===== src/sv/tit_pkg.sv =====
// Types and constants shared by the trajectory interpolation table.
`timescale 1ns / 1ps
package tit_pkg;

    localparam int TimeBits = 17;
    localparam int FracBits = 16;
    localparam logic [TimeBits-1:0] TIME_ONE = 17'h10000;

    localparam logic [1:0] STATUS_OK    = 2'd0;
    localparam logic [1:0] STATUS_FULL  = 2'd1;
    localparam logic [1:0] STATUS_ORDER = 2'd2;
    localparam logic [1:0] STATUS_EMPTY = 2'd3;

    localparam logic OP_APPEND = 1'b0;
    localparam logic OP_QUERY  = 1'b1;

    typedef struct packed {
        logic                op;
        logic [3:0]          vertex;
        logic [TimeBits-1:0] time_req;
        logic signed [31:0]  pos_x;
        logic signed [31:0]  pos_y;
        logic signed [31:0]  pos_z;
    } in_item_t;

    typedef struct packed {
        logic signed [31:0] out_x;
        logic signed [31:0] out_y;
        logic signed [31:0] out_z;
        logic [5:0]         entry_index;
        logic [1:0]         status;
    } out_item_t;

    typedef struct packed {
        logic [TimeBits-1:0] tstamp;
        logic signed [31:0]  x;
        logic signed [31:0]  y;
        logic signed [31:0]  z;
    } entry_t;

endpackage


===== src/sv/tit_div.sv =====
// Serial restoring divider for the 16-bit interpolation fraction.
`timescale 1ns / 1ps
module tit_div
    import tit_pkg::*;
(
    input  logic                clk,
    input  logic                rst_n,
    input  logic                start,
    input  logic [TimeBits-1:0] num,
    input  logic [TimeBits-1:0] den,
    output logic                done,
    output logic [FracBits-1:0] quo
);

    logic                busy_reg;
    logic                done_reg;
    logic [3:0]          cnt_reg;
    logic [TimeBits-1:0] rem_reg;
    logic [FracBits-1:0] quo_reg;
    logic [TimeBits:0]   shifted;
    logic                ge;
    logic [TimeBits:0]   diff;

    assign shifted = {rem_reg, 1'b0};
    assign ge      = shifted >= {1'b0, den};
    assign diff    = shifted - {1'b0, den};

    always_ff @(posedge clk or negedge rst_n)
    begin
        if (!rst_n)
        begin
            busy_reg <= 1'b0;
            done_reg <= 1'b0;
            cnt_reg  <= '0;
        end
        else
        begin
            done_reg <= 1'b0;
            if (start)
            begin
                busy_reg <= 1'b1;
                cnt_reg  <= '0;
            end
            else if (busy_reg)
            begin
                cnt_reg <= cnt_reg + 4'd1;
                if (cnt_reg == 4'd15)
                begin
                    busy_reg <= 1'b0;
                    done_reg <= 1'b1;
                end
            end
        end
    end

    always_ff @(posedge clk)
    begin
        if (start)
        begin
            rem_reg <= num;
            quo_reg <= '0;
        end
        else if (busy_reg)
        begin
            rem_reg <= ge ? diff[TimeBits-1:0] : shifted[TimeBits-1:0];
            quo_reg <= {quo_reg[FracBits-2:0], ge};
        end
    end

    assign done = done_reg;
    assign quo  = quo_reg;

endmodule


===== config.mk =====
export PLATFORM = sky130hd
export DESIGN_NAME = tit_div
export DESIGN_NICKNAME = d
export VERILOG_FILES = /design/src/sv/tit_pkg.sv /design/src/sv/tit_div.sv
export SDC_FILE = /design/constraint.sdc
export NUM_CORES = 1
export LEC_CHECK = 0
export BUFFER_PORTS_ARGS = -buffer_cell sky130_fd_sc_hd__buf_2
export CORE_MARGIN = 8
export CORE_UTILIZATION = 50
export DETAILED_ROUTE_END_ITERATION = 12
export PLACE_DENSITY = 0.87
export RECOVER_POWER = 50
export SLEW_MARGIN = 10
export SYNTH_ARGS = -nofsm -noshare
export SYNTH_HDL_FRONTEND = slang
export SYNTH_SLANG_ARGS = --single-unit

===== constraint.sdc =====
create_clock -name clk -period 2.4 [get_ports clk]
set_input_delay 0.48 -clock clk [delete_from_list [all_inputs] [get_ports clk]]
set_output_delay 0.48 -clock clk [all_outputs]
set_load 0.01 [all_outputs]

# After elaboration in Yosys (flattened, before gate mapping)
# Cells that the tools add are included.
[totals] reg_bits=39 inputBits=37 output_inout_bits=17
[op_classes] addsub=2 order_cmp=1 n_eq_ne=1 muxes=11 n_reduce_logical=1
[ops] operator="$mux 17" n=3
[ops] operator="$ge 18x17->1" n=1
[ops] operator="$sub 17x17->17" n=1
[ops] operator="$mux 4" n=2
[ops] operator="$mux 1" n=6
[ops] operator="$add 4x1->4 const B" n=1
[ops] operator="$eq 4x4->1 const B" n=1
[ops] operator="$reduce_bool 2->1" n=1

# Longest topological paths before layout
# Gate-level depths: netlist (run 1).
[logic_depth] word_depth=4 ltp_mapped=11

# Least setup slack after synthesis (run 1)
# No wires, ideal clock.
[synth_timing] path_kind="input -> register" startpoint="input port den[0]" endpoint="register rem_reg[14] (data pin)" setup_ns=0.270 t_arrival_ns=2.137 required_time_ns=2.130 slack_ns=-0.007 path_stages=9 n_path_buf=1 cell_sequence="fa_1 nand2b_1 a21oi_2 nor2b_4 o211ai_4 a21oi_4 buf_2 a221oi_1 a21oi_1"
[synth_between] elab_chain_len=4 elab_cells_between_ends=5 cone_classes="add/sub: 1; order compare: 1; mux: 3"
[synth_lines] item="start, declared" line="tit_div.sv:10" source="input logic [TimeBits-1:0] den,"
[synth_lines] item="$sub 17x17->17 / $ge 18x17->1 (equally long branches)" line="tit_div.sv:26, tit_div.sv:25"
[synth_lines] item="$mux 17 (*)" line="tit_div.sv:65" source="rem_reg <= ge ? diff[TimeBits-1:0] : shifted[TimeBits-1:0];"
[synth_lines] item="$mux 17 (*)" line="tit_div.sv:63" source="else if (busy_reg)"
[synth_lines] item="$mux 17 (*)" line="tit_div.sv:58" source="if (start)"
[synth_lines] item="end signal, assigned" line="tit_div.sv:60" source="rem_reg <= num;"
[synth_lines] item="end signal, assigned" line="tit_div.sv:65"
[synth_lines] item="end, declared" line="tit_div.sv:18" source="logic [TimeBits-1:0] rem_reg;"
# Mark *: on every way between the ends. The rest lies on a longest branch, timed or not. The select of a mux whose other input is x is not followed.
# A chain may end at the register's enable or synchronous reset.

# Worst setup path in the final report (run 1)
[layout_timing] startpoint="register rem_reg[0]" endpoint="register rem_reg[16] (data pin)"
[layout_between] elab_chain_len=4 elab_cells_between_ends=5 cone_classes="add/sub: 1; order compare: 1; mux: 3"
[layout_lines] item="$sub 17x17->17 / $ge 18x17->1 (equally long branches)" line="tit_div.sv:26, tit_div.sv:25"
[layout_lines] item="$mux 17 (*)" line="tit_div.sv:65"
[layout_lines] item="$mux 17 (*)" line="tit_div.sv:63"
[layout_lines] item="$mux 17 (*)" line="tit_div.sv:58"
# Marks and branches as above.

==> results of run 1 <==
-- worst max-delay path, delay by kind of cell (launching register included) --
family	cells	cell delay [ns]
buffers and inverters	3	0.39
adders and majority gates	1	0.34
AOI/OAI and AO/OA	4	0.78
and+or+nand+nor	2	0.24
DFF	1	0.36
-- layout by cell type (no fill, tap or decap), types with 4 or more instances in the layout --
master	instances
nor3_1	5
o311ai_1	6
nor2_1	30
clkbuf_8	5
nand4_1	4
a21oi_1	13
a221o_1	4
buf_2	50
dfrtp_1	6
a21o_1	7
clkbuf_1	4
nand2_1	20
inv_1	28
o21ai_0	5
xnor2_1	7
nand3b_1	6
nor2b_1	6
nand3_1	4
a21oi_2	4
edfxtp_1	17
dfxtp_1	16
ha_4	4
buf_4	45
ha_1	14
mux2i_1	18
xor2_1	8
-- path summary, 6_finish.rpt --
path / start / end / slack [ns] / cells past startpoint
worst min register to register: quo[0] / quo[0] / 0.51 / 2
worst max register to register: rem_reg[0] / rem_reg[16] / 0.05 / 10
worst min-delay path: num[4] / rem_reg[4] / 0.46 / 3
min in group asynchronous: rst_n / cnt_reg[2] / 0.58 / 2
max in group asynchronous: rst_n / busy_reg / 1.58 / 2
worst max-delay path: rem_reg[0] / rem_reg[16] / 0.05 / 10
-- report_power, final --
group / internal [mW] / total (mW) / switching (mW)
Clock: 0.210 / 0.469 / 0.259
Combinational: 1.22 / 2.41 / 1.19
Sequential: 0.898 / 1.01 / 0.114
Total: 2.33 / 3.89 / 1.57
-- cells by family (layout without fill, tap and decap cells) --
logic type	Yosys count	after routing
buffers and inverters	41	137
AOI/OAI and AO/OA	66	67
xor gates and xnor gates	15	15
muxes	19	19
adders and majority gates	19	19
DFF	39	39
and+or+nand+nor	89	89
-- layout make-up --
| type | instances | area (um2) |
|---|---|---|
| Clock inverter | 3 | 21.3 |
| Sequential cell | 39 | 981 |
| Multi-Input combinational cell | 209 | 1620 |
| Timing Repair Buffer | 101 | 624 |
| Tap cell | 70 | 87.6 |
| Clock buffer | 5 | 68.8 |
| Inverter | 28 | 105 |
| Fill cell | 387 | 1600 |
-- metal layers --
layer,wire [um],part of all wire (%)
met5,0,0
met3,465,6.9
met2,3350,49
met4,131,1.9
met1,2820,42
-- timing repair --
action,4_1_cts,5_1_grt
hold buffers,1,0
pin swaps,3,5
endpoints found under the hold margin,6,0
gates resized for setup,2,17
cloned,1,0
buffers inserted,0,3
endpoints found under the setup margin,11,17
-- stage by stage --
step	worst slack [ns]	setup TNS, ns	area, um2
3_3_place_gp	-0.189	-1.97	3270
3_5_place_dp	-0.261	-3.53	3270
5_1_grt	-0.0409	-0.192	3510
4_1_cts	0.00374	0	3390
2_1_floorplan	-0.00709	-0.00709	2650
6_report	0.0481	0	3510
==> impl_metrics.toml, run 1 <==
[route]
drcViolationCount = 0
viasPerCell = 5.39
drt_iter0_markers = 103
dr.pass1.iters = 5
postRouteAntennaNets = 0
wirelength_um = 6770
wl_per_cell_um = 14.9
routed-via-count = 2454

[power_and_ir_drop]
power_density_nw_per_um2 = 1110
vdd_ir_drop_max_mv = 0.537
finalPower_mw = 3.89
p_leak_nw = 1.73

[worst_setup_path]
crit_path_end_kind = "register"
crit_fanout = 6
cp.required_ns = 2.46
crit_arrival_ns = 2.41
worstSetupPathType = "reg2reg"
worstPathCellList = "inv_1 > fa_2 > nand2b_4 > a21oi_4 > nor2b_4 > o211ai_4 > buf_6 > a21oi_4 > buf_4 > a221o_1"
crit_path_max_incr_delay_ns = 0.36
cp_common_cell = "a21oi_4"
cpMaxStageDelayCell = "edfxtp_1"
worst_setup_path_start_kind = "register"

[synth]
ys_async_sr_fraction_pct = 15.4
yosysMostFrequentCell = "nor2_1"
synth-seq-cells = 39
synth_flop_cell = "edfxtp_1"
synth-xor-area-share_pct = 4.96
yosys_warnings = 0
synthesis.area_um2 = 2650
synth_area_per_cell_um2 = 9.19
synth_fp_nets = 344
synth_commonest_cells = "nor2_1 (31), inv_1 (28), nand2_1 (21)"
synth_top_cell_by_area = "edfxtp_1"
ys_seq_area_share_pct = 37.1
netlist_instances = 288
yosysUniqueCellTypes = 51
yosys-top-cells-area = "edfxtp_1 (19%), dfxtp_1 (12%), ha_1 (8.5%), mux2i_1 (6.8%), dfrtp_1 (5.7%)"
synth_top_family_by_area = "compound AO/OA/AOI/OAI gates"
yosysTopAreaCellShare_pct = 19.3
yosys-mux-area-fraction_pct = 7.23
synthSimpleGateAreaFrac_pct = 16.4
synth-edff-count = 17
synth_compound_area_share_pct = 18.9
synth_fa_ha_area_share_pct = 9.26

[global_route]
top_usage_layer = "met2"
met3_usage_pct = 5.11
grt.met1_usage_pct = 19.6
overflow = 0
antenna_found_initial = 0
grt_pass1_wl_um = 10700
track_usage_pct = 17.0
grtUsageMet2_pct = 28.5
grt_pass1_vias = 2501
grt_max_degree = 24

[floorplanning]
die_w_um = 88.8
die-area_um2 = 7880
io_pins = 54
start_util_pct = 51.8
fp-row-count = 26
coreArea_um2 = 5110
fp.dieH_um = 88.8

[layout]
instances_no_fill = 455
antenna-diode-count = 0
largest_reg_flops = 17
fin_nets = 440
syn_to_final_growth_pct = 32.6
drive_above_1_share_pct = 33.2
utilization_pct = 68.7

[sta]
worstMarginPinSlew_ns = 1.33
relSlewSlack_pct = 11.3
max_freq_ghz = 0.425
finalSetupViolCount = 0
fin_skew_ns = 0.00938
fin_crit_ns = 2.35
period_share_pct = 98.0
drv_slew = 0
fin_hold_ws_ns = 0.462
hold_viol = 0

[placement]
dp_cells = 442
dp.final_hpwl_um = 4990
place_congestion = 0.896
portBuffers = 53

[clock_network]
htreeDepth = 2
clk_pin_slew_ns = 0.09
clock_latency_ns = 0.30
cts.sinks = 39
cts_tree = "yes"
clockRootBuffer = "clkbuf_8"
numCtsBuffers = 5
clk_path_buf_depth = 2

[hold_path]
hold_class = "in2reg"

[job]
max_cap_viol_count = 0

[outcome]
run_status = "completed"
Note: power is estimated with default switching activity, not from simulation.
==> run 2, diff against run 1 <==
--- a/config.mk
+++ b/config.mk
@@ -6,8 +6,10 @@
 export NUM_CORES = 1
 export LEC_CHECK = 0
 export BUFFER_PORTS_ARGS = -buffer_cell sky130_fd_sc_hd__buf_2
+export CELL_PAD_IN_SITES_DETAIL_PLACEMENT = 0
+export CELL_PAD_IN_SITES_GLOBAL_PLACEMENT = 1
 export CORE_MARGIN = 8
-export CORE_UTILIZATION = 50
+export CORE_UTILIZATION = 38
 export DETAILED_ROUTE_END_ITERATION = 12
 export PLACE_DENSITY = 0.87
 export RECOVER_POWER = 50
==> run 2 against run 1 <==
Compared with the run above:
- largest cell class unchanged
- critical path depth shrank 2
- sequential cell count is the same
- sequential share of layout area grew 0.20 points
- highest routed layer unchanged
- utilization shrank 17 points
- worst hold slack lost 0.0040 ns
==> impl_metrics.toml, run 2 (same netlist as run 1, synthesis figures left out) <==
[outcome]
run_status = "completed"

[route]
dr.pass1.iters = 5
wirelength_um = 6780
routed-via-count = 2362
viasPerCell = 5.13
wl_per_cell_um = 14.7
postRouteAntennaNets = 0
drt_iter0_markers = 93
drcViolationCount = 0

[sta]
fin_crit_ns = 2.35
relSlewSlack_pct = 6.76
max_freq_ghz = 0.426
hold_viol = 0
fin_skew_ns = 0.00731
drv_slew = 0
finalSetupViolCount = 0
rsz0062_at_grt = "true"
setup-tns-final_ns = 0
fin_hold_ws_ns = 0.458
worstMarginPinSlew_ns = 1.40
period_share_pct = 97.8

[global_route]
grt_pass1_wl_um = 10600
track_usage_pct = 12.9
overflow = 0
grt_pass1_vias = 2406
antenna_found_initial = 0
grt_max_degree = 24

[job]
max_cap_viol_count = 0

[floorplanning]
fp.dieH_um = 99.5
fp-row-count = 30
start_util_pct = 39.2
die_w_um = 99.5
die-area_um2 = 9890
coreArea_um2 = 6760
io_pins = 54

[hold_path]
hold_path_startpoint = "num[13]"
min_to = "rem_reg[13]"
whs_path_depth = 3
hold_class = "in2reg"

[worst_setup_path]
rrSetupSlack_ns = 0.05
r2r_start = "rem_reg[3]"
cp.required_ns = 2.52
worstSetupPathType = "reg2reg"
r2r_end = "rem_reg[15]"
crit_path_end_kind = "register"
r2r_cells = 8
worst_setup_path_start_kind = "register"
crit_fanout = 5
crit_arrival_ns = 2.47

[layout]
layout_common_cells = "buf_2 (42), buf_4 (40), nor2_1 (30), inv_1 (28), nand2_1 (21)"
instances_no_fill = 460
antenna-diode-count = 0
largest_reg_flops = 17
final_common_cell = "buf_2"
drive_above_1_share_pct = 31.1
syn_to_final_growth_pct = 31.7
fin_nets = 435

[power_and_ir_drop]
vdd_ir_drop_max_mv = 0.355
power_density_nw_per_um2 = 1090
p_leak_nw = 1.67

[clock_network]
htreeDepth = 2
clock_latency_ns = 0.30
numCtsBuffers = 5
clk_pin_slew_ns = 0.09
clockRootBuffer = "clkbuf_8"
cts.sinks = 39
clk_path_buf_depth = 2
cts_tree = "yes"

[placement]
place_congestion = 0.867
dp_cells = 448
portBuffers = 53
dp.final_hpwl_um = 4980
[run 2: timing repair]
item                                   in CTS  in global routing
setup endpoints to repair                   0                 17
hold buffers                                1                  0
setup buffers                               0                  2
endpoints found under the hold margin       6                  0
gates resized for setup                     0                 20
[run 2: worst max path at each step]
stage	startpoint	end	slack, ns
final	rem_reg[3]	rem_reg[15]	0.05
after global placement	den[0]	rem_reg[10]	-0.17
after detailed placement	den[0]	rem_reg[16]	-0.21
after global routing	rem_reg[3]	rem_reg[15]	-0.05
after floorplan	den[0]	rem_reg[14]	-0.007
after CTS	rem_reg[0]	rem_reg[15]	0.007
[run 2: layout make-up]
| class | instances | area (um2) |
|---|---|---|
| clock inverters | 3 | 21.3 |
| multi-input cells | 209 | 1630 |
| inverters | 28 | 105 |
| well taps | 80 | 100 |
| flip-flops and latches | 39 | 981 |
| fillers | 639 | 3270 |
| clock buffers | 5 | 68.8 |
| repair buffers | 96 | 577 |
[run 2: per-stage QoR]
stage / worst slack, ns / cell area (um2) / power (mW) / utilization [%]
after floorplan: -0.00709 / 2650 / 2.33 / -
after global routing: -0.0537 / 3490 / 4.08 / 51.6
after CTS: 0.00692 / 3350 / 3.56 / 49.6
after global placement: -0.169 / 3250 / 3.02 / 48.2
after detailed placement: -0.212 / 3250 / 3.08 / 48.2
final: 0.0535 / 3490 / 3.80 / 51.6
[run 2: metal layers]
layer	vias to the layer above	global-route usage [%]	share of wire [%]
li1	1216	-	-
met2	51	21.6	48
met1	1089	15.5	45
met3	6	4.96	6.3
met4	0	2.21	0.87
met5	-	0	0
[run 2: critical path: stages, from the launching register on]
cell	delay, ns
edfxtp_1	0.40
ha_1	0.39
o211ai_1	0.13
a21o_1	0.20
a31o_2	0.25
a21o_1	0.20
a211oi_1	0.31
nor4_2	0.10
a221oi_2	0.18
[run 2: power breakdown]
group,switching [mW],internal [mW]
registers,0.115,0.898
logic,1.15,1.16
clock network,0.263,0.210
total,1.53,2.27
==> run 3, diff against run 2 <==
--- a/config.mk
+++ b/config.mk
@@ -9,9 +9,10 @@
 export CELL_PAD_IN_SITES_DETAIL_PLACEMENT = 0
 export CELL_PAD_IN_SITES_GLOBAL_PLACEMENT = 1
 export CORE_MARGIN = 8
-export CORE_UTILIZATION = 38
+export CORE_UTILIZATION = 39
+export CTS_BUF_LIST = sky130_fd_sc_hd__clkbuf_4
 export DETAILED_ROUTE_END_ITERATION = 12
-export PLACE_DENSITY = 0.87
+export PLACE_DENSITY = 0.89
 export RECOVER_POWER = 50
 export SLEW_MARGIN = 10
 export SYNTH_ARGS = -nofsm -noshare
==> constraint.sdc (replaced) <==
create_clock -name clk -period 2.4 [get_ports clk]
set_input_delay 0.24 -clock clk [delete_from_list [all_inputs] [get_ports clk]]
set_output_delay 0.24 -clock clk [all_outputs]
set_load 0.01 [all_outputs]
==> run 3 against run 2 <==
Compared with the run above:
- design area is 3.9% lower
- routed wire length is 4.7% lower
- clock power is 4% higher
- count of clock-buffer cells in the layout stayed put
- sequential share of layout area is 1.1 points higher
- global-route usage is 0.13 points lower
- die area is 2.2% lower
- critical path type unchanged
- critical endpoint is now rem_reg[9]
- largest power group unchanged
- highest routed layer unchanged
==> impl_metrics.toml, run 3 (same netlist as run 1, synthesis figures left out) <==
[outcome]
run_status = "completed"

[route]
dr.pass1.iters = 4
drt_iter0_markers = 137
drcViolationCount = 0
viasPerCell = 5.31
wl_per_cell_um = 14.7
postRouteAntennaNets = 0
routed-via-count = 2330
wirelength_um = 6460

[worst_setup_path]
r2r_cells = 8
r2r_start = "rem_reg[3]"
crit_end = "rem_reg[9]"
worstSetupPathType = "reg2reg"
worstPathCellList = "ha_2 > o211ai_1 > a21oi_4 > nor2b_4 > o211ai_4 > a21oi_4 > buf_4 > a221o_1"
cpMaxStageDelayCell = "edfxtp_1"
cp.required_ns = 2.55
crit_path_start = "rem_reg[3]"
crit_fanout = 6
crit_arrival_ns = 2.48
worst_setup_path_start_kind = "register"
crit_path_end_kind = "register"
rrSetupSlack_ns = 0.07
cp_common_cell = "a21oi_4"
crit_path_max_incr_delay_ns = 0.42
r2r_end = "rem_reg[9]"

[placement]
dpl-instance-area_um2 = 3100
dp.final_hpwl_um = 4730
place_congestion = 0.849
portBuffers = 53

[global_route]
grt_pass1_wl_um = 10300
grt_pass1_vias = 2304
overflow = 0
grt_max_degree = 30
track_usage_pct = 12.8
antenna_found_initial = 0

[power_and_ir_drop]
p_leak_nw = 1.55
finalPower_mw = 3.61
power_density_nw_per_um2 = 1080
vdd_ir_drop_max_mv = 0.460

[floorplanning]
fp-row-count = 30
die_w_um = 98.4
coreArea_um2 = 6680
start_util_pct = 39.6
die-area_um2 = 9680
io_pins = 54
fp.dieH_um = 98.4

[clock_network]
cts.sinks = 39
clockRootBuffer = "clkbuf_4"
htreeDepth = 2
numCtsBuffers = 5
clock_latency_ns = 0.38
clk_path_buf_depth = 2
clk_pin_slew_ns = 0.15
cts_tree = "yes"

[layout]
antenna-diode-count = 0
regArea_um2 = 981
utilization_pct = 50.1
layout_common_cells = "buf_2 (38), nor2_1 (31), inv_1 (28), nand2_1 (20), buf_4 (19)"
fill_cells = 652
multi_input_area_um2 = 1660
drive_above_1_share_pct = 26.2
final_common_cell = "buf_2"
fin_nets = 414
final_area_um2 = 3350
syn_to_final_growth_pct = 26.5
largest_reg_flops = 17

[sta]
period_share_pct = 97.2
hold_viol = 0
finalSetupViolCount = 0
max_freq_ghz = 0.429
relSlewSlack_pct = 9.79
fin_crit_ns = 2.33
drv_slew = 0
fin_skew_ns = 0.0198
fin_hold_ws_ns = 0.144
worstMarginPinSlew_ns = 1.35

[job]
max_cap_viol_count = 0

[hold_path]
hold_class = "in2reg"
==> run 3: worst min path at each step <==
stage / from / to / slack (ns) / cells after the start
finish: num[3] / rem_reg[3] / 0.14 / 3
global route: num[7] / rem_reg[7] / 0.14 / 3
CTS: num[3] / rem_reg[3] / 0.14 / 3
detailed placement: rst_n / done / 0.07 / 1
global placement: rst_n / done / 0.07 / 1
floorplan: rst_n / busy_reg / -0.06 / 0
==> run 3: power by group <==
group	switching (mW)	internal [mW]	total [mW]
Clock	0.266	0.225	0.491
Sequential	0.118	0.897	1.02
Combinational	1.08	1.02	2.10
==> run 3: critical path: cells and delay by family (launching register included) <==
family,cells,cell delay [ns]
flip-flops,1,0.42
AND/OR/NAND/NOR,1,0.07
adder cells (fa/ha/maj),1,0.40
AO/OA/AOI/OAI,5,1.02
buffers and inverters,1,0.19
==> run 3: routing by layer <==
| metal | routed length, um | track usage, % | share of wire (%) | vias to the layer above |
|---|---|---|---|---|
| li1 | - | - | - | 1172 |
| met1 | 3030 | 15.5 | 47 | 1098 |
| met2 | 2980 | 21.1 | 46 | 54 |
| met3 | 395 | 4.13 | 6.1 | 6 |
| met4 | 63 | 3.54 | 0.97 | 0 |
| met5 | 0 | 0 | 0 | - |
==> run 3: timing repair <==
action                     4_1_cts  5_1_grt
gates resized for setup          1       23
pin swaps                        1        5
setup endpoints to repair        1       17
hold endpoints to repair         6        0
buffers inserted                 0        2
gates cloned                     0        1
hold buffers                     1        0
==> run 3: metrics by stage <==
step,instances,worst slack (ns),setup TNS (ns)
finish,439,0.0675,0
global route,439,-0.0230,-0.0425
CTS,436,0.0125,0
detailed placement,427,0.0206,0
global placement,427,0.0370,0
floorplan,288,0.147,0
==> run 3: layout make-up <==
cell class | count | share of cell area (%)
Tap cell | 80 | 2.99
Multi-Input combinational cell | 209 | 49.7
Clock buffer | 5 | 1.12
Timing Repair Buffer | 75 | 12.4
Sequential cell | 39 | 29.3
Inverter | 28 | 3.14
Clock inverter | 3 | 1.42
